File: src/rtl/core/gear_position_settle_qualifier_core_assert.svh
// Assertion macros shared by the qualifier core.
`ifndef GEAR_POSITION_SETTLE_QUALIFIER_CORE_ASSERT_SVH
`define GEAR_POSITION_SETTLE_QUALIFIER_CORE_ASSERT_SVH

// Same-cycle implication, sampled on clk, off during rst.
`define GPSQ_ASSERT_NOW(label, ante, cons, msg) \
  label: assert property (@(posedge clk) disable iff (rst) (ante) |-> (cons)) \
    else $error(msg);

// Next-cycle implication, sampled on clk, off during rst.
`define GPSQ_ASSERT_NEXT(label, ante, cons, msg) \
  label: assert property (@(posedge clk) disable iff (rst) (ante) |=> (cons)) \
    else $error(msg);

`endif

File: src/rtl/core/gpsq_pkg.sv
`timescale 1ns / 1ps
package gpsq_pkg;

  localparam logic [1:0] REQ_STEP       = 2'd0;
  localparam logic [1:0] REQ_INIT       = 2'd1;
  localparam logic [1:0] REQ_READ_CLEAR = 2'd2;

  localparam logic [1:0] PH_POLLING = 2'd0;
  localparam logic [1:0] PH_ARMED   = 2'd1;
  localparam logic [1:0] PH_MOVING  = 2'd2;
  localparam logic [1:0] PH_UPDATE  = 2'd3;

  localparam logic [2:0] GEAR_NEUTRAL  = 3'd7;
  localparam logic [3:0] TOP_GEAR_CODE = 4'd6;

  localparam int unsigned SETTLE_BITS = 32;
  localparam logic [SETTLE_BITS-1:0] SETTLE_RESET = 32'd50;

  typedef struct packed {
    logic       flag_out;
    logic [2:0] active_gear;
  } result_t;

  typedef struct packed {
    logic [1:0] phase;
    logic       pending_flag;
  } status_t;

  // Reverse and gears 1-6 pass through; any other code is neutral.
  function automatic logic [2:0] decode_position(input logic [3:0] code);
    logic [2:0] gear;
    gear = (code <= TOP_GEAR_CODE) ? code[2:0] : GEAR_NEUTRAL;
    return gear;
  endfunction

endpackage

File: src/rtl/core/gear_position_settle_qualifier_core.sv
`timescale 1ns / 1ps
// Gear position settle qualifier. Each input beat carries a request kind in
// s_tuser (step with sample, init active mode, read and clear the update flag)
// and produces exactly one result beat: the committed gear after the request
// (0 reverse, 1-6 gears, 7 neutral) and, on a read request, the update flag as
// it stood before clearing. A step arms on a changed position, waits until
// more than settle_time ticks have passed (wrap-around difference of
// now_time), rechecks, and commits on the following step; a moving vehicle
// forces neutral at once. Rate: one beat per clock, sustained while m_tready
// stays high; a beat passes from the input register through one pass of the
// step logic into the result register, and the two registers together let a
// new beat in while a result waits on m_tready. The user must write
// settle_time through cfg_* while the block is idle (the block has no check for it); reset value 50.
`include "gear_position_settle_qualifier_core_assert.svh"
module gear_position_settle_qualifier_core #(
  parameter int TIME_BITS = 32
) (
  input  logic                                clk,
  input  logic                                rst,
  // Input beat.
  input  logic                                s_tvalid,
  output logic                                s_tready,
  // [3:0] position_code, [4] is_moving, [TIME_BITS+4:5] now_time, zero pad
  input  logic [((TIME_BITS+5+7)/8)*8-1:0]    s_tdata,
  // [1:0] req_type
  input  logic [1:0]                          s_tuser,
  // Result beat.
  output logic                                m_tvalid,
  input  logic                                m_tready,
  // [2:0] active_gear, [3] flag_out, [7:4] zero
  output logic [7:0]                          m_tdata,
  // settle_time write channel.
  input  logic                                cfg_valid,
  output logic                                cfg_ready,
  input  logic [gpsq_pkg::SETTLE_BITS-1:0]    cfg_data
);

  logic                 in_valid;
  logic [1:0]           in_req;
  logic [3:0]           in_code;
  logic                 in_moving;
  logic [TIME_BITS-1:0] in_now;
  logic                 advance;
  gpsq_pkg::result_t    result;
  gpsq_pkg::status_t    status;

  // Move the held beat forward whenever the result register is free or drains.
  assign advance   = in_valid && (!m_tvalid || m_tready);
  assign cfg_ready = 1'b1;

  gpsq_in_stage #(
    .TIME_BITS (TIME_BITS)
  ) u_in (
    .clk      (clk),
    .rst      (rst),
    .s_valid  (s_tvalid),
    .s_ready  (s_tready),
    .s_req    (s_tuser),
    .s_code   (s_tdata[3:0]),
    .s_moving (s_tdata[4]),
    .s_now    (s_tdata[TIME_BITS+4:5]),
    .advance  (advance),
    .valid    (in_valid),
    .req      (in_req),
    .code     (in_code),
    .moving   (in_moving),
    .now      (in_now)
  );

  // Step logic and qualifier state; state advances only with a beat.
  gpsq_qualify #(
    .TIME_BITS (TIME_BITS)
  ) u_qualify (
    .clk      (clk),
    .rst      (rst),
    .cfg_we   (cfg_valid && cfg_ready),
    .cfg_data (cfg_data),
    .advance  (advance),
    .req      (in_req),
    .code     (in_code),
    .moving   (in_moving),
    .now      (in_now),
    .result   (result),
    .status   (status)
  );

  gpsq_out_stage u_out (
    .clk      (clk),
    .rst      (rst),
    .load     (advance),
    .result   (result),
    .m_tvalid (m_tvalid),
    .m_tready (m_tready),
    .m_tdata  (m_tdata)
  );

  // The moving phase is resolved within its own step and never stored.
  `GPSQ_ASSERT_NOW(a_no_stored_moving, 1'b1, status.phase != gpsq_pkg::PH_MOVING, "moving phase stored")
  // A reported flag must be cleared by the same beat.
  `GPSQ_ASSERT_NEXT(a_flag_cleared, advance && result.flag_out, !status.pending_flag, "flag not cleared")
  // An empty result register never stalls the input side.
  `GPSQ_ASSERT_NOW(a_ready_when_empty, !m_tvalid, s_tready, "input stalled with empty output")
  // Both registers full and output stalled: input must back-pressure.
  `GPSQ_ASSERT_NOW(a_backpressure, in_valid && m_tvalid && !m_tready, !s_tready, "overrun")

endmodule

File: src/rtl/core/gpsq_in_stage.sv
`timescale 1ns / 1ps
module gpsq_in_stage #(
  parameter int TIME_BITS = 32
) (
  input  logic                 clk,
  input  logic                 rst,
  input  logic                 s_valid,
  output logic                 s_ready,
  input  logic [1:0]           s_req,
  input  logic [3:0]           s_code,
  input  logic                 s_moving,
  input  logic [TIME_BITS-1:0] s_now,
  input  logic                 advance,
  output logic                 valid,
  output logic [1:0]           req,
  output logic [3:0]           code,
  output logic                 moving,
  output logic [TIME_BITS-1:0] now
);

  logic accept;

  // Take a new beat when empty or when the held one moves on this cycle.
  assign s_ready = !valid || advance;
  assign accept  = s_valid && s_ready;

  always_ff @(posedge clk) begin
    if (rst) begin
      valid <= 1'b0;
    end else begin
      valid <= accept || (valid && !advance);
    end
  end

  always_ff @(posedge clk) begin
    if (accept) begin
      req    <= s_req;
      code   <= s_code;
      moving <= s_moving;
      now    <= s_now;
    end
  end

endmodule

File: src/rtl/core/gpsq_qualify.sv
`timescale 1ns / 1ps
module gpsq_qualify #(
  parameter int TIME_BITS = 32
) (
  input  logic                               clk,
  input  logic                               rst,
  input  logic                               cfg_we,
  input  logic [gpsq_pkg::SETTLE_BITS-1:0]   cfg_data,
  input  logic                               advance,
  input  logic [1:0]                         req,
  input  logic [3:0]                         code,
  input  logic                               moving,
  input  logic [TIME_BITS-1:0]               now,
  output gpsq_pkg::result_t                  result,
  output gpsq_pkg::status_t                  status
);

  localparam int CMP_BITS =
    (TIME_BITS > gpsq_pkg::SETTLE_BITS) ? TIME_BITS : gpsq_pkg::SETTLE_BITS;

  logic [gpsq_pkg::SETTLE_BITS-1:0] settle_time;
  logic [1:0]           phase, phase_next, phase_eff;
  logic [2:0]           committed_mode, committed_mode_next;
  logic [2:0]           candidate_mode, candidate_mode_next;
  logic [TIME_BITS-1:0] arm_stamp, arm_stamp_next;
  logic                 pending_flag, pending_flag_next;
  logic                 flag_report;
  logic [2:0]           sampled;
  logic [TIME_BITS-1:0] elapsed;
  logic                 settled;

  assign sampled = gpsq_pkg::decode_position(code);
  // Wrap-around difference, then strict compare against the settle time.
  assign elapsed = now - arm_stamp;
  assign settled = CMP_BITS'(elapsed) > CMP_BITS'(settle_time);

  always_comb begin
    phase_next          = phase;
    committed_mode_next = committed_mode;
    candidate_mode_next = candidate_mode;
    arm_stamp_next      = arm_stamp;
    pending_flag_next   = pending_flag;
    flag_report         = 1'b0;
    phase_eff           = moving ? gpsq_pkg::PH_MOVING : phase;
    unique case (req)
      gpsq_pkg::REQ_STEP: begin
        unique case (phase_eff)
          gpsq_pkg::PH_POLLING: begin
            if (sampled != committed_mode) begin
              phase_next          = gpsq_pkg::PH_ARMED;
              candidate_mode_next = sampled;
              arm_stamp_next      = now;
            end
          end
          gpsq_pkg::PH_MOVING: begin
            committed_mode_next = gpsq_pkg::GEAR_NEUTRAL;
            phase_next          = gpsq_pkg::PH_POLLING;
          end
          gpsq_pkg::PH_ARMED: begin
            if (settled) begin
              phase_next = (sampled == candidate_mode) ? gpsq_pkg::PH_UPDATE
                                                       : gpsq_pkg::PH_POLLING;
            end
          end
          gpsq_pkg::PH_UPDATE: begin
            committed_mode_next = candidate_mode;
            if (candidate_mode != gpsq_pkg::GEAR_NEUTRAL) begin
              pending_flag_next = 1'b1;
            end
            phase_next = gpsq_pkg::PH_POLLING;
          end
          default: begin
            phase_next = gpsq_pkg::PH_POLLING;
          end
        endcase
      end
      gpsq_pkg::REQ_INIT: begin
        committed_mode_next = sampled;
      end
      gpsq_pkg::REQ_READ_CLEAR: begin
        flag_report       = pending_flag;
        pending_flag_next = 1'b0;
      end
      default: begin
        flag_report = 1'b0;
      end
    endcase
  end

  assign result.active_gear = committed_mode_next;
  assign result.flag_out    = flag_report;
  assign status.phase        = phase;
  assign status.pending_flag = pending_flag;

  always_ff @(posedge clk) begin
    if (rst) begin
      settle_time <= gpsq_pkg::SETTLE_RESET;
    end else if (cfg_we) begin
      settle_time <= cfg_data;
    end
  end

  always_ff @(posedge clk) begin
    if (rst) begin
      phase          <= gpsq_pkg::PH_POLLING;
      committed_mode <= gpsq_pkg::GEAR_NEUTRAL;
      candidate_mode <= gpsq_pkg::GEAR_NEUTRAL;
      arm_stamp      <= '0;
      pending_flag   <= 1'b0;
    end else if (advance) begin
      phase          <= phase_next;
      committed_mode <= committed_mode_next;
      candidate_mode <= candidate_mode_next;
      arm_stamp      <= arm_stamp_next;
      pending_flag   <= pending_flag_next;
    end
  end

endmodule

File: src/rtl/core/gpsq_out_stage.sv
`timescale 1ns / 1ps
module gpsq_out_stage (
  input  logic              clk,
  input  logic              rst,
  input  logic              load,
  input  gpsq_pkg::result_t result,
  output logic              m_tvalid,
  input  logic              m_tready,
  output logic [7:0]        m_tdata
);

  gpsq_pkg::result_t held;

  always_ff @(posedge clk) begin
    if (rst) begin
      m_tvalid <= 1'b0;
    end else if (load) begin
      m_tvalid <= 1'b1;
    end else if (m_tready) begin
      m_tvalid <= 1'b0;
    end
  end

  always_ff @(posedge clk) begin
    if (load) begin
      held <= result;
    end
  end

  assign m_tdata = {4'b0000, held.flag_out, held.active_gear};

endmodule
File: config.mk
export PLATFORM = sky130hd
export DESIGN_NAME = gear_position_settle_qualifier_core
export DESIGN_NICKNAME = d
export VERILOG_FILES = /design/src/rtl/core/gpsq_pkg.sv /design/src/rtl/core/gear_position_settle_qualifier_core.sv /design/src/rtl/core/gpsq_in_stage.sv /design/src/rtl/core/gpsq_qualify.sv /design/src/rtl/core/gpsq_out_stage.sv
export VERILOG_INCLUDE_DIRS = /design/src /design/src/rtl/core
export SDC_FILE = /design/constraint.sdc
export NUM_CORES = 1
export LEC_CHECK = 0
export ABC_AREA = 1
export BUFFER_PORTS_ARGS = -buffer_cell sky130_fd_sc_hd__buf_2
export CAP_MARGIN = 0
export CORE_MARGIN = 3
export CORE_UTILIZATION = 58
export CTS_CLUSTER_SIZE = 20
export DETAILED_ROUTE_END_ITERATION = 8
export GPL_ROUTABILITY_DRIVEN = 0
export HOLD_SLACK_MARGIN = 0.12
export PLACE_DENSITY_LB_ADDON = 0.1
export SLEW_MARGIN = 20
export SYNTH_ARGS = -nofsm -noshare
export SYNTH_HDL_FRONTEND = slang
export SYNTH_SLANG_ARGS = --single-unit
File: constraint.sdc
create_clock -name clk -period 3.55 [get_ports clk]
set_clock_uncertainty 0.2 [all_clocks]
set_input_delay 0.71 -clock clk [delete_from_list [all_inputs] [get_ports clk]]
set_output_delay 0.71 -clock clk [all_outputs]
set_load 0.01 [all_outputs]
## Word-level counts from Yosys, hierarchy flattened

Cells that the tools add are included.

| storage, ports and cells | value |
|---|---|
| register bits | 118 |
| memories kept | 0 |
| input bits | 79 |
| memory bits (writable) | 0 |
| ROM bits | 0 |
| word-level logic and storage cells | 59 |
| output and inout bits | 11 |
| bits in latches | 0 |

| cells by class | value |
|---|---|
| multiplexer cells | 13 |
| shifts and indexed selects | 0 |
| bitwise logic cells | 0 |
| reductions and logical operators | 17 |
| order comparisons | 2 |
| divide/modulo/power cells | 0 |
| equality and inequality tests | 12 |
| add/sub/neg operators | 1 |
| multipliers | 0 |

Operators by type and width:

| cell | number |
|---|---|
| $gt 32x32->1 | 1 |
| $sub 32x32->32 | 1 |
| $pmux 3 s2 | 2 |
| $reduce_and 4->1 | 3 |
| $mux 2 | 4 |
| $ne 2x1->1 const B | 4 |
| $eq 2x2->1 const B | 3 |
| $pmux 2 s3 | 1 |
| $eq 2x1->1 const B | 2 |
| $le 4x3->1 const B | 1 |
| $logic_not 2->1 | 2 |
| $mux 1 | 4 |
| $reduce_bool 2->1 | 2 |
| $eq 3x3->1 | 1 |
| $logic_and 1x1->1 | 3 |
| $logic_not 1->1 | 3 |
| $logic_or 1x1->1 | 3 |
| $mux 3 | 1 |
| $ne 3x3->1 | 1 |
| $ne 3x3->1 const B | 1 |
| $pmux 1 s2 | 1 |
| $reduce_or 2->1 | 1 |

## Logic depth before layout (Yosys ltp)

Gate-level depths: netlist of the first run.

| depth | value |
|---|---|
| depth in word-level cells | 6 |
| gate-level depth with buffers | 27 |
| gate-level depth less buffers | 27 |

## Hierarchy

Synthesis of the first run repeated with hierarchy kept, for this count alone.

| unflattened totals | value |
|---|---|
| cell total of the unflattened synthesis | 818 |
| area, all modules | 6892.9 um2 |

Modules (own cells, without submodules):

| module | area an instance (um2) | sequential area each (um2) | cells each | instances |
|---|---|---|---|---|
| gpsq_qualify | 5452.7 | 1461.4 | 754 | 1 |
| gpsq_in_stage | 1218.7 | 1191.1 | 45 | 1 |
| gpsq_out_stage | 193.9 | 140.1 | 14 | 1 |
| gear_position_settle_qualifier_core | 27.5 | 0.0 | 5 | 1 |

## Worst setup path before layout of the first run

No wires, ideal clock.

| timing | value |
|---|---|
| path kind | flip-flop to flip-flop |
| from | register u_in.now[0] |
| to | register u_qualify.phase[1] |
| buffers on the path | 0 |
| setup slack | 426 ps |
| library setup time | 115 ps |
| arrival | 2809 ps |
| cell stages (with the launch flop) | 24 |
| period minus slack after synthesis | 3124 ps |
| data required time | 3235 ps |
| cell sequence | edfxtp_1 -> inv_1 -> ha_1 -> inv_1 -> fa_1 -> nand3_1 -> nand2_2 -> a21boi_2 -> o21ai_2 -> nand2_2 -> nand2_1 -> nand2_1 -> nand2_1 -> xor2_1 -> ha_1 -> nand2_1 -> nor2_1 -> nand2_1 -> nor2_1 -> nand4_1 -> nand2_1 -> nand2_1 -> a21oi_1 -> nor2_1 |

| on the way | value |
|---|---|
| word-level cells in the longest chain between the ends | 4 |

Ends and longest elaborated chain:

| item | RTL line | RTL |
|---|---|---|
| from (decl) | gpsq_in_stage.sv:18 | `output logic [TIME_BITS-1:0] now` |
| from (signal assigned) | gpsq_in_stage.sv:40 | `now <= s_now;` |
| $sub 32x32->32 | gpsq_qualify.sv:34 | `assign elapsed = now - arm_stamp;` |
| $gt 32x32->1 | gpsq_qualify.sv:35 | `assign settled = CMP_BITS'(elapsed) > CMP_BITS'(settle_time);` |
| $ne 2x1->1 (no source line) | -- |  |
| $reduce_and 4->1 (no source line) | -- |  |
| to (signal assigned) | gpsq_qualify.sv:105 | `phase <= gpsq_pkg::PH_POLLING;` |
| to (signal assigned) | gpsq_qualify.sv:111 | `phase <= phase_next;` |
| to (decl) | gpsq_qualify.sv:22 | `logic [1:0] phase, phase_next, phase_eff;` |

No other way between the ends.
A chain may end at the register's enable or synchronous reset.

## Worst setup path after layout of the first run

| timing | value |
|---|---|
| from | register u_in.now[5] |
| to | register u_qualify.phase[1] |

The elaborated chain is that of the path after synthesis.

==> results of run 1 <==
==> per-layer routing <==
metal / up-vias / global-route usage (%) / share of wire [%]
met5: - / 0 / 0
met4: 0 / 9.422 / 2.1
met3: 29 / 5.199 / 5.5
met2: 168 / 36.63 / 46
met1: 2580 / 32.29 / 47
li1: 2913 / - / -
==> worst reg2reg max path, stage by stage (launching register included) <==
cell and delay [ns]:
edfxtp_1 0.46, ha_4 0.33, nand2_1 0.09, inv_1 0.10, nand2_1 0.06, nand2_1 0.09, a21oi_4 0.06, o21ai_4 0.21
nand2_2 0.09, nand2_4 0.09, nand3_2 0.06, nand2_1 0.07, xor2_1 0.24, ha_1 0.30, a21oi_1 0.14, o21a_1 0.14
nand2_1 0.07, a21oi_2 0.13, nand2_1 0.08, nand2_2 0.11, nand2_4 0.08, a21oi_2 0.12, nor2_1 0.05
==> final cells by class <==
cell class	instances	area, µm²
Clock buffer	17	425.4
Sequential cell	118	2793
Inverter	117	439.2
Tap cell	140	175.2
Clock inverter	15	107.6
Timing Repair Buffer	97	538.0
Multi-Input combinational cell	552	3681
Fill cell	836	2919
==> cells in the mapped netlist, drive strengths merged (13+ instances only) <==
library cell / number
a21oi: 125
buf: 13
clkbuf: 13
dfxtp: 75
edfxtp: 43
ha: 63
inv: 117
nand2: 112
nand3: 13
nor2: 60
o21ai: 92
xor2: 24
==> flip-flops by register name, summed over array words and instances (netlist names), 2 cells and up <==
name / cells
u_in.req: 2
u_qualify.phase: 2
u_qualify.candidate_mode: 3
u_in.code: 4
u_in.now: 32
u_out.m_tdata: 4
u_qualify.settle_time: 32
u_qualify.committed_mode: 3
u_qualify.arm_stamp: 32
==> through the flow <==
step                util, %  TNS, ns  worst slack [ns]
finish                73.65        0           0.07803
global route          73.65  -0.1963           -0.1048
CTS                   70.91        0           0.01085
detailed placement    65.45        0           0.03125
global placement      65.45        0            0.1077
floorplan                 -        0            0.4261
==> logic make-up (layout without fill, tap and decap cells) <==
family | after synthesis | in the layout | synth area share, %
AOI/OAI and AO/OA | 241 | 241 | 19.89
and+or+nand+nor | 206 | 206 | 13.11
buffers and inverters | 143 | 246 | 8.782
DFF | 118 | 118 | 41.44
adders and majority gates | 64 | 64 | 11.99
xor gates and xnor gates | 36 | 36 | 4.679
other | 2 | 5 | 0.1114
==> power breakdown <==
part	internal [mW]	total (mW)	switching, mW
clock network	0.888	1.51	0.619
registers	1.48	1.51	0.0358
logic	0.301	0.730	0.429
==> placed cells by master, fill, tap and decap left out, types with 4 or more instances in the layout <==
master and instances:
a21o_1 4, a21oi_1 98, a21oi_2 25, buf_2 81, buf_4 15, clkbuf_16 17, clkinv_2 4, clkinv_4 5
conb_1 5, dfxtp_1 75, edfxtp_1 43, ha_1 45, ha_2 7, ha_4 11, inv_1 112, inv_2 5
nand2_1 102, nand2_2 7, nand3_1 8, nand3_2 5, nand4_1 8, nor2_1 50, nor2_2 9, nor3_1 5
o211ai_1 5, o21ai_0 74, o21ai_1 15, xnor2_1 12, xor2_1 22
==> repair_timing <==
item / CTS / global route
pin swaps: 0 / 24
setup endpoints to repair: 2 / 2
setup buffers: 0 / 8
gates resized for setup: 11 / 50
endpoints found under the hold margin: 0 / 0
==> worst max path at each step <==
stage | endpoint | slack, ns | from | depth (start not counted)
6_report | u_qualify.phase[1] | 0.08 | u_in.now[5] | 22
3_5_place_dp | u_qualify.phase[1] | 0.03 | u_in.now[0] | 23
4_1_cts | u_qualify.phase[1] | 0.01 | u_in.now[0] | 24
3_3_place_gp | u_qualify.phase[1] | 0.11 | u_in.now[0] | 23
5_1_grt | u_qualify.phase[0] | -0.10 | u_in.now[5] | 23
2_1_floorplan | u_qualify.phase[1] | 0.43 | u_in.now[0] | 23
==> results.sh, run 1 <==
export IMPL_cts_buffers=17
export IMPL_numPlacedInstances=1016
export IMPL_cpMostUsedCell="nand2_1"
export IMPL_port_buffers=81
export IMPL_dieArea_um2=12950
export IMPL_overflow=0
export IMPL_crit_required_ns=3.67
export IMPL_grt_setup_unrepaired="yes"
export IMPL_core_area_um2=11080
export IMPL_dr_total_vias=5690
export IMPL_r2r_end="u_qualify.phase[1]"
export IMPL_synth_area_leader_cell="dfxtp_1"
export IMPL_clkSinkCount=118
export IMPL_slowest_stage="edfxtp_1"
export IMPL_cts_htree_levels=4
export IMPL_status="completed"
export IMPL_root_buffer="clkbuf_16"
export IMPL_worstSkewPairLatency_ns=0.42
export IMPL_path_cells="ha_4 > nand2_1 > inv_1 > nand2_1 > nand2_1 > a21oi_4 > o21ai_4 > nand2_2 > nand2_4 > nand3_2 > nand2_1 > xor2_1 > ha_1 > a21oi_1 > o21a_1 > nand2_1 > a21oi_2 > nand2_1 > nand2_2 > nand2_4 > a21oi_2 > nor2_1"
export IMPL_grt_pass1_vias=5429
export IMPL_cts_tree="yes"
export IMPL_netlist_area_um2=6739
export IMPL_syn_inst=810
export IMPL_rr_startpoint="u_in.now[5]"
export IMPL_stdcell_count=1056
export IMPL_boundaryPins=90
export IMPL_min_period_over_period_pct=97.80
export IMPL_min_from="u_qualify.arm_stamp[12]"
export IMPL_hold_path_class="register to register"
export IMPL_fmax_mhz=288.0
export IMPL_max_slew_margin_pct=42.68
export IMPL_crit_path_max_incr_delay_ns=0.46
export IMPL_worstSetupPathType="register to register"
export IMPL_final_max_slew_violation_count=0
export IMPL_maxCapViolCount=0
export IMPL_crit_path_end_kind="register"
export IMPL_antennaDiodeCount=0
export IMPL_clock_path_buffers=2
export IMPL_async_flop_share_pct=0
export IMPL_synthFlopType="dfxtp_1"
export IMPL_fin_nets=1046
export IMPL_area_delta_synth_final_pct=21.07
export IMPL_final_area_um2=8159
export IMPL_drt_first_pass_iters=5
export IMPL_synth_area_top_cells="dfxtp_1, edfxtp_1, ha_1"
export IMPL_synth_ff_latch_count=118
export IMPL_routed_via_density=5.388
export IMPL_finalSetupViolCount=0
export IMPL_clkTransAtPathRegs_ns=0.06
export IMPL_max_vdd_ir_drop_mv=0.4563
export IMPL_grt_pass1_wl_mm=24.56
export IMPL_critPathTopFamily="simple AND/OR/NAND/NOR gates"
export IMPL_hold_ws_ns=0.2585
export IMPL_dp_hpwl_mm=10.83
export IMPL_antenna_found_initial=0
export IMPL_start_util_pct=60.83
export IMPL_synth_distinct_cells=43
export IMPL_rr_worst_depth=22
export IMPL_leakagePower_nw=3.425
export IMPL_grt_max_degree=55
export IMPL_power_mw=3.748
export IMPL_netlist_area_leader_share_pct=22.28
export IMPL_rows=38
export IMPL_drc_errors=0
export IMPL_yosysWarnings=0
export IMPL_final_antenna_net_count=0
export IMPL_worst_slew_pin_slew_ns=0.8589
export IMPL_synth_avg_cell_area_um2=8.320
export IMPL_rrSetupSlack_ns=0.08
export IMPL_hold_buffers=0
export IMPL_drtIter0Drc=351
export IMPL_critPathMaxFanout=4
export IMPL_drive_above_1_share_pct=23.58
export IMPL_crit_arrival_ns=3.59
export IMPL_drt_wl_total_mm=15.15
export IMPL_holdPathEnd="u_qualify.arm_stamp[12]"
export IMPL_grt_use_total_pct=23.62
export IMPL_hold_violations=0
export IMPL_die_x_um=113.8
export IMPL_dpl_instance_area_um2=7251
export IMPL_cp_buffers_inverters=1
export IMPL_whs_path_depth=2
export IMPL_min_period_ns=3.472
export IMPL_wl_per_cell_um=14.34
export IMPL_yosysSeqAreaShare_pct=41.44
export IMPL_worst_setup_path_start_kind="register"
export IMPL_p_per_area_nw_per_um2=459.4
export IMPL_synth_edff_count=43
export IMPL_die_h_um=113.8
Note: power is estimated with default switching activity, not from simulation.
==> run 2: changes to the inputs <==
--- a/config.mk
+++ b/config.mk
@@ -6,11 +6,10 @@
 export SDC_FILE = /design/constraint.sdc
 export NUM_CORES = 1
 export LEC_CHECK = 0
-export ABC_AREA = 1
 export BUFFER_PORTS_ARGS = -buffer_cell sky130_fd_sc_hd__buf_2
 export CAP_MARGIN = 0
 export CORE_MARGIN = 3
-export CORE_UTILIZATION = 58
+export CORE_UTILIZATION = 59
 export CTS_CLUSTER_SIZE = 20
 export DETAILED_ROUTE_END_ITERATION = 8
 export GPL_ROUTABILITY_DRIVEN = 0
==> run 2 against run 1 <==
Effect of this change:
- the flow now finishes with violations (setup timing)
- combinational power fell by 4.2%
- clock power grew 9%
- wire length up 8.3%
- synthesized cell count fell by 6.7%
- area after synthesis grew 2.4%
- global-route usage is 2.5 points higher
- design area increased by 6.2%
- setup slack got worse by 0.43 ns
- first-iteration DRC count shrank 28%
- non-clock buffer count up 65
- sequential power about the same
- critical path depth shrank 3
- critical endpoint is now u_qualify.phase[0]
- largest cell class unchanged
==> results.sh, run 2 <==
export IMPL_status="complete, but fails checks"
export IMPL_failed_checks="setup timing"
export IMPL_crit_path_end_kind="register"
export IMPL_power_mw=3.856
export IMPL_final_max_slew_violation_count=0
export IMPL_drive_above_1_share_pct=26.31
export IMPL_rr_worst_depth=19
export IMPL_max_slew_margin_pct=28.38
export IMPL_clock_path_buffers=2
export IMPL_crit_path_max_incr_delay_ns=0.45
export IMPL_port_buffers=81
export IMPL_setup_ws_ns=-0.3519
export IMPL_cpMostUsedCell="buf_4"
export IMPL_swShare_pct=26.53
export IMPL_syn_inst=756
export IMPL_synth_most_common_cell="nand2_1"
export IMPL_final_cell_mix="nand2_1, buf_2, buf_4, dfxtp_1, inv_1"
export IMPL_die_x_um=114.1
export IMPL_boundaryPins=90
export IMPL_sequentialPowerShare_pct=39.1
export IMPL_wl_per_cell_um=15.54
export IMPL_rows=38
export IMPL_min_period_ns=3.902
export IMPL_yosysWarnings=0
export IMPL_cts_htree_levels=4
export IMPL_area_delta_synth_final_pct=25.53
export IMPL_finalSetupViolCount=2
export IMPL_netlist_area_um2=6900
export IMPL_clkSinkCount=118
export IMPL_drtIter0Drc=254
export IMPL_cts_tree="yes"
export IMPL_worstSkewPairLatency_ns=0.42
export IMPL_final_common_cell="nand2_1"
export IMPL_core_area_um2=11130
export IMPL_grt_pass1_vias=6009
export IMPL_start_util_pct=62.02
export IMPL_fin_nets=1046
export IMPL_drt_first_pass_iters=5
export IMPL_cp_buffers_inverters=3
export IMPL_async_flop_share_pct=0
export IMPL_hold_violations=0
export IMPL_root_buffer="clkbuf_16"
export IMPL_drt_wl_total_mm=16.41
export IMPL_path_cells="ha_4 > nand3_1 > and2_1 > o221a_2 > o31ai_4 > buf_4 > buf_4 > a31oi_2 > buf_4 > a31oi_1 > xor2_1 > ha_1 > a21oi_1 > nor2b_1 > o21ai_2 > nand4_1 > o21ai_0 > a211oi_2 > a221oi_2"
export IMPL_synthFlopType="dfxtp_1"
export IMPL_netlist_area_leader_share_pct=21.76
export IMPL_clkTransAtPathRegs_ns=0.06
export IMPL_worst_slew_pin_slew_ns=1.074
export IMPL_synth_distinct_cells=72
export IMPL_p_sw_mw=1.023
export IMPL_critPathMaxFanout=5
export IMPL_rr_startpoint="u_in.now[6]"
export IMPL_yosysSeqAreaShare_pct=40.47
export IMPL_fmax_mhz=256.3
export IMPL_routed_via_density=5.555
export IMPL_grt_setup_unrepaired="yes"
export IMPL_dr_total_vias=5866
export IMPL_worst_setup_path_start_kind="register"
export IMPL_grt_use_total_pct=26.17
export IMPL_crit_required_ns=3.68
export IMPL_die_h_um=114.1
export IMPL_drc_errors=0
export IMPL_grt_max_degree=41
export IMPL_synth_edff_count=43
export IMPL_synth_common_cells="nand2_1, dfxtp_1, inv_1"
export IMPL_max_vdd_ir_drop_mv=0.7098
export IMPL_cp_num_cells=19
export IMPL_cts_buffers=17
export IMPL_grt_pass1_wl_mm=27.43
export IMPL_dieArea_um2=13030
export IMPL_antenna_found_initial=0
export IMPL_rrSetupSlack_ns=-0.35
export IMPL_hold_ws_ns=0.2540
export IMPL_largestRegisters="u_in.now (32), u_qualify.arm_stamp (32), u_qualify.settle_time (32)"
export IMPL_worstSetupPathType="register to register"
export IMPL_internal_power_mw=2.833
export IMPL_dp_hpwl_mm=11.59
export IMPL_synth_area_top_cells="dfxtp_1, edfxtp_1, ha_1"
export IMPL_hold_path_class="register to register"
export IMPL_endpoint="u_qualify.phase[0]"
export IMPL_p_per_area_nw_per_um2=445.2
export IMPL_crit_arrival_ns=4.03
export IMPL_maxCapViolCount=0
export IMPL_synth_area_leader_cell="dfxtp_1"
export IMPL_n_fill_cell=748
export IMPL_numPlacedInstances=1017
export IMPL_min_period_over_period_pct=109.9
export IMPL_synth_avg_cell_area_um2=9.127
export IMPL_slowest_stage="edfxtp_1"
export IMPL_r2r_end="u_qualify.phase[0]"
export IMPL_synth_ff_latch_count=118
export IMPL_critPathTopFamily="compound AO/OA/AOI/OAI gates"
export IMPL_antennaDiodeCount=0
export IMPL_overflow=0
export IMPL_power_frac_comb_pct=18.1
export IMPL_final_antenna_net_count=0
export IMPL_pwr_share_clk_pct=42.8
export IMPL_leakagePower_nw=3.572
export IMPL_crit_start="u_in.now[6]"
export IMPL_stdcell_count=1056
## run 2: cell types whose count changed in the layout (fill, tap and decap cells not counted), moves of 20 or more
cell / before / now
a21oi_1: 98 / 65
inv_1: 112 / 71
a21oi_2: 25 / 5
o21ai_0: 74 / 13
buf_4: 15 / 80
mux2i_1: 0 / 30
## run 2: cell type report
| class | instances | area [µm²] | share of cell area [%] |
|---|---|---|---|
| Clock buffer | 20 | 436.7 | 5.041 |
| Clock inverter | 12 | 131.4 | 1.517 |
| Inverter | 72 | 270.3 | 3.120 |
| Multi-Input combinational cell | 532 | 3830 | 44.21 |
| Sequential cell | 118 | 2793 | 32.24 |
| Tap cell | 140 | 175.2 | 2.022 |
| Timing Repair Buffer | 162 | 1026 | 11.84 |
## run 2: metrics by stage
| step | setup slack (ns) | cell area (µm²) | utilization [%] | TNS [ns] |
|---|---|---|---|---|
| after floorplan | 0.01572 | 6939 | - | 0 |
| after global placement | -0.3248 | 7879 | 70.82 | -0.6098 |
| after detailed placement | -0.4376 | 7879 | 70.82 | -0.8697 |
| after CTS | -0.3680 | 8586 | 77.17 | -0.7023 |
| after global routing | -0.5445 | 8662 | 77.86 | -1.072 |
| final | -0.3519 | 8662 | 77.86 | -0.7013 |
## run 2: worst min-delay path by stage
stage / start / end / slack [ns] / depth (start not counted)
global placement: u_qualify.arm_stamp[2] / u_qualify.arm_stamp[2] / 0.24 / 2
CTS: s_tdata[11] / u_in.now[6] / 0.25 / 1
detailed placement: u_qualify.arm_stamp[8] / u_qualify.arm_stamp[8] / 0.25 / 2
floorplan: u_qualify.arm_stamp[10] / u_qualify.arm_stamp[10] / 0.24 / 2
global route: s_tdata[29] / u_in.now[24] / 0.25 / 1
finish: u_qualify.arm_stamp[3] / u_qualify.arm_stamp[3] / 0.25 / 2
## run 2: logic make-up after synthesis
group / count (synthesis) / synth area share (%)
buffers and inverters: 109 / 6.963
xor gates and xnor gates: 33 / 4.188
adders and majority gates: 64 / 11.71
other: 2 / 0.1088
DFF: 118 / 40.47
and+or+nand+nor: 239 / 15.50
AOI/OAI and AO/OA: 161 / 16.70
muxes: 30 / 4.352
## run 2: repair_timing
item	in CTS	in global routing
pin swaps	11	8
endpoints found under the setup margin	2	2
hold buffers	0	0
setup buffers	4	3
resized for setup	18	8
## run 2: worst reg2reg max path: stages, from the launching register on
cell      delay (ns)
edfxtp_1        0.45
ha_4            0.34
nand3_1         0.13
and2_1          0.18
o221a_2         0.26
o31ai_4         0.08
buf_4           0.16
buf_4           0.10
a31oi_2         0.08
buf_4           0.16
a31oi_1         0.19
xor2_1          0.22
ha_1            0.29
a21oi_1         0.19
nor2b_1         0.09
o21ai_2         0.19
nand4_1         0.11
o21ai_0         0.10
a211oi_2        0.09
a221oi_2        0.22
## run 2: power by group through the flow
stage,Clock (mW),Sequential (mW),Combinational [mW]
3_5_place_dp,0,1.53,0.647
3_3_place_gp,0,1.53,0.618
5_1_grt,1.73,1.51,0.778
2_1_floorplan,0,1.52,0.430
4_1_cts,1.67,1.51,0.674
6_report,1.65,1.51,0.699
## run 2: routing by layer
| layer | vias to the layer above | GRT usage [%] | share of wire, % |
|---|---|---|---|
| li1 | 2919 | - | - |
| met5 | - | 0 | 0 |
| met2 | 172 | 44.69 | 49 |
| met1 | 2744 | 32.24 | 43 |
| met3 | 31 | 5.867 | 5.4 |
| met4 | 0 | 10.06 | 1.9 |
